## config.mk

```make
export PLATFORM = sky130hd
export DESIGN_NAME = stks_cell
export DESIGN_NICKNAME = d
export VERILOG_FILES = /design/src/design/stks_pkg.sv /design/src/design/stks_cell.sv
export SDC_FILE = /design/constraint.sdc
export NUM_CORES = 1
export LEC_CHECK = 0
export BUFFER_PORTS_ARGS = -buffer_cell sky130_fd_sc_hd__buf_4
export CAP_MARGIN = 40
export CORE_ASPECT_RATIO = 1.5
export CORE_UTILIZATION = 41
export DETAILED_ROUTE_END_ITERATION = 16
export PLACE_DENSITY = 0.78
export SLEW_MARGIN = 20
export SYNTH_ARGS = -nofsm -noshare
export SYNTH_HDL_FRONTEND = slang
export SYNTH_SLANG_ARGS = --single-unit
```

## constraint.sdc

```tcl
create_clock -name clk -period 3 [get_ports clk]
set_input_delay 0.45 -clock clk [delete_from_list [all_inputs] [get_ports clk]]
set_output_delay 0.45 -clock clk [all_outputs]
set_load 0.01 [all_outputs]
```

## src/design/stks_pkg.sv

```systemverilog
// ----------------------------------------------------------------------------
// stks_pkg: shared types and constants for the streaming top-k selector
// Sizes of the cell chain, control codes for the cells and the keep-count
// clamp used by the top level.
// ----------------------------------------------------------------------------
package stks_pkg;

  localparam int MAX_KEEP = 64;
  localparam int DATA_W   = 32;
  localparam int CFG_W    = 7;
  localparam int CNT_W    = $clog2(MAX_KEEP + 1);
  localparam int CMP_W    = (CNT_W > CFG_W) ? CNT_W : CFG_W;

  localparam logic [CFG_W-1:0] KEEP_RESET = 7'd64;

  typedef enum logic {
    S_COLLECT,
    S_DRAIN
  } state_t;

  // One operation per cycle is broadcast to every cell of the chain.
  typedef struct packed {
    logic ins;    // sorted insert of the key
    logic rep;    // drop the smallest entry and insert the key
    logic shift;  // move every entry one cell toward the output
  } cell_ctrl_t;

  // A keep count of zero acts as one; counts above the chain length saturate.
  function automatic logic [CMP_W-1:0] eff_keep(input logic [CFG_W-1:0] k);
    logic [CMP_W-1:0] kx;
    kx = CMP_W'(k);
    if (k == '0) begin
      return CMP_W'(1);
    end else if (kx > CMP_W'(MAX_KEEP)) begin
      return CMP_W'(MAX_KEEP);
    end else begin
      return kx;
    end
  endfunction

endpackage

```

## src/design/stks_cell.sv

```systemverilog
// ----------------------------------------------------------------------------
// stks_cell: one entry of the sorted keep chain
// Holds one value and its valid bit, compares it against the incoming key
// and takes its new contents from itself, the key or a neighbor.
// ----------------------------------------------------------------------------
module stks_cell (
  input  logic                              clk,
  input  logic                              rst,
  input  stks_pkg::cell_ctrl_t              ctrl,
  input  logic signed [stks_pkg::DATA_W-1:0] key,
  input  logic signed [stks_pkg::DATA_W-1:0] prev_val,
  input  logic                              prev_vld,
  input  logic                              prev_below,
  input  logic signed [stks_pkg::DATA_W-1:0] next_val,
  input  logic                              next_vld,
  input  logic                              next_lt,
  output logic signed [stks_pkg::DATA_W-1:0] val,
  output logic                              vld,
  output logic                              below,
  output logic                              lt
);

  logic signed [stks_pkg::DATA_W-1:0] val_next;
  logic                              vld_next;

  // below: this entry is not greater than the key; lt: strictly less.
  assign below = vld && !(val > key);
  assign lt    = vld && (val < key);

  always_comb begin
    val_next = val;
    vld_next = vld;
    if (ctrl.shift) begin
      val_next = next_val;
      vld_next = next_vld;
    end else if (ctrl.ins) begin
      // Entries not above the key stay; the first cell above them takes the key
      // and every later cell takes its lower neighbor.
      if (!below) begin
        if (prev_below) begin
          val_next = key;
          vld_next = 1'b1;
        end else begin
          val_next = prev_val;
          vld_next = prev_vld;
        end
      end
    end else if (ctrl.rep) begin
      if (next_lt) begin
        val_next = next_val;
      end else if (lt) begin
        val_next = key;
      end
    end
  end

  always_ff @(posedge clk) begin
    if (rst) begin
      vld <= 1'b0;
    end else begin
      vld <= vld_next;
    end
  end

  always_ff @(posedge clk) begin
    val <= val_next;
  end

endmodule

```

==> results.yml, run 1 <==
floorplanning:
  core_mm2: 0.005871
  io_pins: 140
  dieArea_mm2: 0.006505
  die_x_um: 66.19
  rows: 34
  die_h_um: 98.28
  start_util_pct: 43.16
route:
  routed_via_density: 5.652
  drc: 0
  firstDrtPassIters: 6
  via_count: 2809
  drt_first_iter_violations: 238
  routedWlPerCell_um: 16.68
  postRouteAntennaNets: 0
  wl_um: 8288
clock_network:
  clock_latency_ps: 290
  clk_pin_slew_ps: 70
  numClockSinks: 33
  cts_tree: "built"
  htreeDepth: 2
  cts_buffer_depth: 2
  cts_buffers: 5
  cts-root-buf: "clkbuf_8"
outcome:
  run_status: "complete, but fails checks"
  violations: "setup timing"
yosys:
  synth_top_area_share_pct: 37.93
  synth-seq-area-share_pct: 38.72
  synth_top_family_by_area: "compound AO/OA/AOI/OAI gates"
  synth_area_leader_cell: "edfxtp_1"
  synthAdderAreaFrac_pct: 15.80
  synth_xor_area_share_pct: 0
  synth_simple_gate_area_share_pct: 9.877
  syn_area_mm2: 0.002534
  synth_nets: 407
  synth.area.top_cells: "edfxtp_1 (38%), ha_1 (16%), a222oi_1 (9.5%)"
  ys_seq_elements: 33
  syn_inst: 270
  synth_compound_area_share_pct: 23.75
  synth_mux_area_share_pct: 1.185
  synth_cell_types: 36
  synth.avg_cell_area_um2: 9.384
  ys_warn_count: 0
sta:
  slew-limit-headroom_pct: 53.35
  period_needed_ps: 3105
  setup_ws_ps: -105.3
  max_freq_ghz: 0.3220
  timing.hold.ws_ps: 412.9
  finalMaxSlewViolations: 0
  fin_crit_sh_pct: 103.5
  finalSetupTns_ps: -797.7
  rsz0062_at_grt: "true"
  setup_viol: 34
  finalHoldViolations: 0
  worst_slew_pin_slew_ps: 699.0
  skew_ps: 2.752
global_route:
  grt_antenna_before_repair: 0
  overflow: 0
  first_global_vias: 2931
  grt_max_degree: 33
  grt_usage_pct: 25.75
  grt_pass1_wl_um: 12900
critical_path:
  critical_path_required_ps: 2550
  max_stage_delay_ps: 390
  crit_slowest_cell: "edfxtp_1"
  critPathLaunchType: "flip-flop"
  cp-end-kind: "output pin"
  critPathArrivalTime_ps: 2660
  reg2reg_slack_ps: -20
  worstSetupPathType: "flip-flop to output pin"
  path_max_fanout: 3
  worstPathCellList: "ha_1 > a21oi_2 > o21ai_1 > a221o_1 > o311a_1 > o21a_1 > nor3b_2 > nand2b_4 > buf_6"
power:
  switching_share_pct: 31.36
  pwr-share-comb_pct: 39.7
  p_sw_uw: 511.2
  power_frac_seq_pct: 38.5
  cellPowerDensity_mw_per_mm2: 409.8
  p_leak_nw: 2.046
  p_int_mw: 1.119
  clkPwrFrac_pct: 21.8
  vdd_drop_max_v: 0.0002862
cells_and_area:
  layout-drive-gt1-share_pct: 43.06
  instances_no_fill: 497
  num-nets-final: 561
  syn_to_final_growth_pct: 57.04
  fillCellCount: 486
  num_antenna_cells: 0
place:
  dp.cells: 474
  dpl.hpwl_um: 6193
  io_buffers: 139
  gp_congestion: 0.8359
min_path:
  min_path_type: "input port to flip-flop"
run:
  max_cap_viol_count: 0
stage by stage:
stage	setup slack [ps]	total power [mW]	instance area [um^2]	utilization [%]
after floorplan	-210.0	0.9037	2546	-
after global placement	114.3	1.188	3692	62.89
after detailed placement	39.68	1.204	3692	62.89
after CTS	0.9788	1.591	3885	66.18
after global routing	-239.8	1.725	3979	67.77
final	-105.3	1.630	3979	67.77
worst max-delay path, delay by kind of cell, from the launching register on:
family          cells  cell delay [ps]
compound gates      5             1140
fa+ha+maj           1              320
buf+inv             1              100
flops               1              390
simple gates        2              420
flip-flops by register name, indices dropped and copies added (netlist names):
| register | flops |
|---|---|
| vld | 1 |
| val | 32 |
power groups by stage:
stage               combinational (mW)  clock (mW)  sequential, mW
finish                           0.647       0.355           0.628
floorplan                        0.243           0           0.660
detailed placement               0.568           0           0.637
CTS                              0.603       0.361           0.628
global route                     0.706       0.382           0.637
global placement                 0.555           0           0.633
per-layer routing:
metal,part of all wire [%],GRT usage [%],vias to the layer above,routed length [um]
met1,36,27.04,1319,2954
li1,-,-,1329,-
met4,2.2,7.529,0,180
met3,7.6,6.075,19,628
met5,0,0,-,0
met2,55,48.74,142,4524
layout by cell type (no fill, tap or decap), drive strengths merged, types with 2 or more instances in the layout:
master  instances
inv            60
nor3            7
mux2i           3
nand4           7
clkbuf          8
a22oi           9
a221oi          2
ha             32
nor4            2
a21oi          22
nand2          11
edfxtp         32
a222oi         24
a21o            4
buf           159
nand3           4
o21ai          11
nor2           12
o311ai          3
worst paths after layout:
kind,endpoint,depth (start not counted),startpoint
worst min-delay path,vld,3,rst
worst min register to register,vld,3,vld
worst max-delay path,below,9,val[5]
worst max register to register,val[20],11,val[5]
Yosys cell counts:
cell	count
o311ai_0	2
a222oi_1	24
a21boi_1	1
o21a_1	1
nor2b_1	1
clkbuf_1	12
nor2_1	12
a22oi_1	9
nor3_1	6
nor3b_2	1
nor4_1	2
a221o_1	1
o311ai_1	1
a221oi_1	2
inv_1	59
o211ai_1	1
nand3b_1	1
o311a_1	1
dfxtp_1	1
and2_1	1
nand2b_1	1
mux2i_1	3
and4_1	1
nand2_1	11
edfxtp_1	32
a21o_1	4
nor3_2	1
a21oi_1	21
nand4_1	7
o21ai_0	10
inv_2	1
o21ai_1	1
nand3_1	4
a21oi_2	1
o31a_1	1
ha_1	32
final cells by class:
cell class / instances / area, um^2 / area share (%)
well taps: 72 / 90.09 / 2.264
multi-input cells: 165 / 1379 / 34.65
inverters: 60 / 225.2 / 5.660
flip-flops and latches: 33 / 980.9 / 24.65
clock buffers: 8 / 90.09 / 2.264
repair buffers: 159 / 1214 / 30.50
timing repair:
item                                    in CTS  in global routing
setup buffers                                8                  7
gates cloned                                 0                  0
gates resized for setup                      6                  7
endpoints found under the setup margin       1                  2
pin swaps                                    5                  7
hold buffers                                 0                  0
cells by family after synthesis:
| kind of cell | Yosys count |
|---|---|
| simple gates | 49 |
| compound gates | 81 |
| fa+ha+maj | 32 |
| mux | 3 |
| buf+inv | 72 |
| flops | 33 |
Power figures use the tool's default switching activity.
==> run 2: changes to the inputs <==
Settings changed: CORE_UTILIZATION 41 to 40, PLACE_DENSITY 0.78 to 0.76.
==> results.yml, run 2 (same netlist as run 1, synthesis figures left out) <==
place:
  gp_congestion: 0.8483
  dpl.hpwl_um: 6262
  io_buffers: 139
  dp.cells: 477
  place_area_mm2: 0.003690
  dp_slack_ps: 46.82
critical_path:
  worstSetupPathType: "flip-flop to output pin"
  cp-end-kind: "output pin"
  critPathArrivalTime_ps: 2690
  max_stage_delay_ps: 410
  reg2reg_slack_ps: 10
  critPathLaunchType: "flip-flop"
  path_max_fanout: 4
  critical_path_required_ps: 2550
  crit_slowest_cell: "edfxtp_1"
  worstPathCellList: "ha_1 > nand4_1 > nor3_1 > a221oi_2 > o21ai_1 > nor3_2 > nor3b_2 > nand2b_4 > buf_6"
cells_and_area:
  largest-register: "val"
  num-nets-final: 562
  instances_no_fill: 500
  layout-drive-gt1-share_pct: 43.66
  num_antenna_cells: 0
  final_cell_mix: "buf_4 (152), inv_1 (57), edfxtp_1 (32)"
  reg_top3: "val (32), vld (1)"
  fillCellCount: 531
  syn_to_final_growth_pct: 59.95
  stdcell_area_mm2: 0.004053
  largest_register_ffs: 32
  final_common_cell: "buf_4"
  final_core_util_pct: 66.10
clock_network:
  cts_tree: "built"
  cts_buffer_depth: 2
  numClockSinks: 33
  cts-root-buf: "clkbuf_8"
  clock_latency_ps: 290
  clk_pin_slew_ps: 70
  hold_buffers: 0
  cts_buffers: 5
  htreeDepth: 2
outcome:
  violations: "setup timing"
  run_status: "complete, but fails checks"
sta:
  skew_ps: 7.134
  finalSetupTns_ps: -174.2
  fin_crit_sh_pct: 104.7
  setup_viol: 2
  rsz0062_at_grt: "true"
  finalMaxSlewViolations: 0
  worst_slew_pin_slew_ps: 599.1
  timing.hold.ws_ps: 422.8
  period_needed_ps: 3141
  setup_ws_ps: -141.4
  max_freq_ghz: 0.3183
  slew-limit-headroom_pct: 59.84
  finalHoldViolations: 0
floorplanning:
  core_mm2: 0.006131
  rows: 35
  die_h_um: 99.48
  die_x_um: 66.99
  io_pins: 140
  dieArea_mm2: 0.006663
  start_util_pct: 41.33
global_route:
  grt_usage_pct: 24.06
  first_global_vias: 2683
  busiest_layer: "met2"
  met1_usage_pct: 24.73
  grt_antenna_before_repair: 0
  use_met3_pct: 4.931
  grt_max_degree: 26
  grt_pass1_wl_um: 12010
  grt.met2_usage_pct: 45.77
  overflow: 0
power:
  switching_share_pct: 32.14
  report.power.total_mw: 1.624
  pwr-share-comb_pct: 40.7
  p_leak_nw: 2.071
  vdd_drop_max_v: 0.0002143
  p_int_mw: 1.102
  power_frac_seq_pct: 38.8
  clkPwrFrac_pct: 20.5
  cellPowerDensity_mw_per_mm2: 400.8
  p_sw_uw: 522.0
route:
  routedWlPerCell_um: 17.03
  drt_first_iter_violations: 266
  postRouteAntennaNets: 0
  firstDrtPassIters: 5
  drc: 0
  wl_um: 8517
  via_count: 2760
  routed_via_density: 5.520
run:
  max_cap_viol_count: 0
min_path:
  min_path_type: "input port to flip-flop"
## run 2: path summary, 6_finish.rpt
kind,cells past startpoint,start,end
hold / removal,3,rst,vld
setup reg to reg,12,val[31],val[2]
setup / recovery,9,val[31],below
hold reg to reg,3,vld,vld
## run 2: routing by layer
layer	vias up	part of all wire (%)	wire length (um)
li1	1332	-	-
met1	1288	35	2961
met2	130	57	4883
met3	10	6.6	565
met4	0	1.2	106
met5	-	0	0
## run 2: repair_timing
item	4_1_cts	5_1_grt
gates cloned	0	3
buffers inserted	6	7
endpoints found under the setup margin	2	22
pin swaps	11	8
gates resized for setup	5	15
hold endpoints to repair	0	0
## run 2: power groups by stage
stage	clock [mW]	combinational (mW)	sequential [mW]
5_1_grt	0.352	0.721	0.637
6_report	0.332	0.661	0.631
3_5_place_dp	0	0.563	0.637
4_1_cts	0.335	0.587	0.629
2_1_floorplan	0	0.243	0.660
3_3_place_gp	0	0.550	0.632
## run 2: worst max-delay path, delay by kind of cell (launching register included)
family          cells  cell delay (ps)
compound gates      2              310
simple gates        5             1170
fa+ha+maj           1              410
flops               1              410
buf+inv             1              100
## run 2: cell type report
cell class              count  area [um^2]  share of cell area, %
repair buffers            160         1285                  31.71
inverters                  60        225.2                  5.557
flip-flops and latches     33        980.9                  24.20
clock buffers               5        68.82                  1.698
well taps                  74        92.59                  2.285
multi-input cells         165         1388                  34.24
clock inverters             3        12.51                 0.3087
==> run 3: changes to the inputs <==
Settings changed: PLACE_DENSITY 0.76 to 0.73.
Clock period 3 ns to 3.1 ns, I/O delays scaled along.
==> results.yml, run 3 (same netlist as run 1, synthesis figures left out) <==
outcome:
  run_status: "finished, final reports clean"
cells_and_area:
  syn_to_final_growth_pct: 55.21
  layout-drive-gt1-share_pct: 43.75
  instances_no_fill: 490
  largest-register: "val"
  final_core_util_pct: 64.14
  largest_register_ffs: 32
  final_cell_mix: "buf_4 (150), inv_1 (51), edfxtp_1 (32)"
  num_antenna_cells: 0
  num-nets-final: 552
  reg_top3: "val (32), vld (1)"
  stdcell_area_mm2: 0.003933
  fillCellCount: 517
  final_common_cell: "buf_4"
clock_network:
  cts_buffer_depth: 2
  clk_pin_slew_ps: 70
  cts_tree: "built"
  cts_buffers: 5
  cts-root-buf: "clkbuf_8"
  numClockSinks: 33
  clock_latency_ps: 280
  htreeDepth: 2
sta:
  worst_slew_pin_slew_ps: 718.3
  finalMaxSlewViolations: 0
  max_freq_ghz: 0.3245
  finalSetupTns_ps: 0
  skew_ps: 6.889
  timing.hold.ws_ps: 437.9
  period_needed_ps: 3082
  fin_crit_sh_pct: 99.41
  finalHoldViolations: 0
  setup_ws_ps: 18.24
  setup_viol: 0
  slew-limit-headroom_pct: 52.06
  rsz0062_at_grt: "true"
global_route:
  overflow: 0
  grt.met2_usage_pct: 40.64
  first_global_vias: 2701
  busiest_layer: "met2"
  grt_max_degree: 28
  met1_usage_pct: 25.51
  grt_pass1_wl_um: 11570
  use_met3_pct: 4.931
  grt_antenna_before_repair: 0
  grt_usage_pct: 23.19
critical_path:
  critPathLaunchType: "flip-flop"
  crit_start: "val[13]"
  cp-end-kind: "output pin"
  critical_path_required_ps: 2630
  r2r-start: "val[13]"
  worstSetupPathType: "flip-flop to output pin"
  critPathArrivalTime_ps: 2620
  path_max_fanout: 3
  r2r_cells: 12
floorplanning:
  start_util_pct: 41.33
  die_h_um: 99.48
  dieArea_mm2: 0.006663
  io_pins: 140
  die_x_um: 66.99
  rows: 35
  core_mm2: 0.006131
place:
  io_buffers: 139
  dp_slack_ps: 79.10
  dp.cells: 476
  dpl.hpwl_um: 6051
  gp_congestion: 0.8505
  place_area_mm2: 0.003785
route:
  drt_first_iter_violations: 146
  wl_um: 7755
  routed_via_density: 5.547
  postRouteAntennaNets: 0
  via_count: 2718
  firstDrtPassIters: 9
  drc: 0
  routedWlPerCell_um: 15.83
min_path:
  min-delay-start: "rst"
  whs_path_depth: 3
  min_path_type: "input port to flip-flop"
power:
  report.power.total_mw: 1.516
  p_leak_nw: 1.976
  vdd_drop_max_v: 0.0002899
  cellPowerDensity_mw_per_mm2: 385.5
run:
  max_cap_viol_count: 0
[run 3: cell type report]
| class | instances | area, um^2 | share of cell area (%) |
|---|---|---|---|
| Tap cell | 74 | 92.59 | 2.354 |
| Clock buffer | 7 | 76.32 | 1.941 |
| Clock inverter | 1 | 5.005 | 0.1273 |
| Timing Repair Buffer | 150 | 1126 | 28.64 |
| Sequential cell | 33 | 980.9 | 24.94 |
| Multi-Input combinational cell | 165 | 1424 | 36.21 |
| Inverter | 60 | 227.7 | 5.791 |
[run 3: repair_timing]
| action | CTS | global route |
|---|---|---|
| gates cloned | 0 | 0 |
| resized for setup | 4 | 0 |
| buffers inserted | 6 | 0 |
| pin swaps | 7 | 0 |
| endpoints found under the setup margin | 1 | 1 |
| hold buffers | 0 | 0 |
[run 3: worst max-delay path, stage by stage (launching register included)]
cell      delay (ps)
edfxtp_1         430
ha_4             260
nand4_1          180
buf_4            150
buf_4             90
buf_4            100
a21oi_1           40
o311a_1          380
o21a_1           220
nor3b_2          210
nand2b_1         140
buf_4            130
[run 3: report_power, final]
part / leakage, nW / internal [mW] / switching, mW
Sequential: 0.344 / 0.568 / 0.0440
Clock: 0.0422 / 0.158 / 0.159
Combinational: 1.59 / 0.311 / 0.277
Total: 1.98 / 1.04 / 0.480
[run 3: final timing paths]
path	endpoint	slack, ps
worst min-delay path	vld	440
worst max register to register	val[21]	210
worst max-delay path	below	20
worst min register to register	vld	760
[run 3: routing by layer]
metal,routed length [um],vias up
li1,-,1315
met1,2870,1267
met5,0,-
met3,517,14
met2,4138,122
met4,228,0
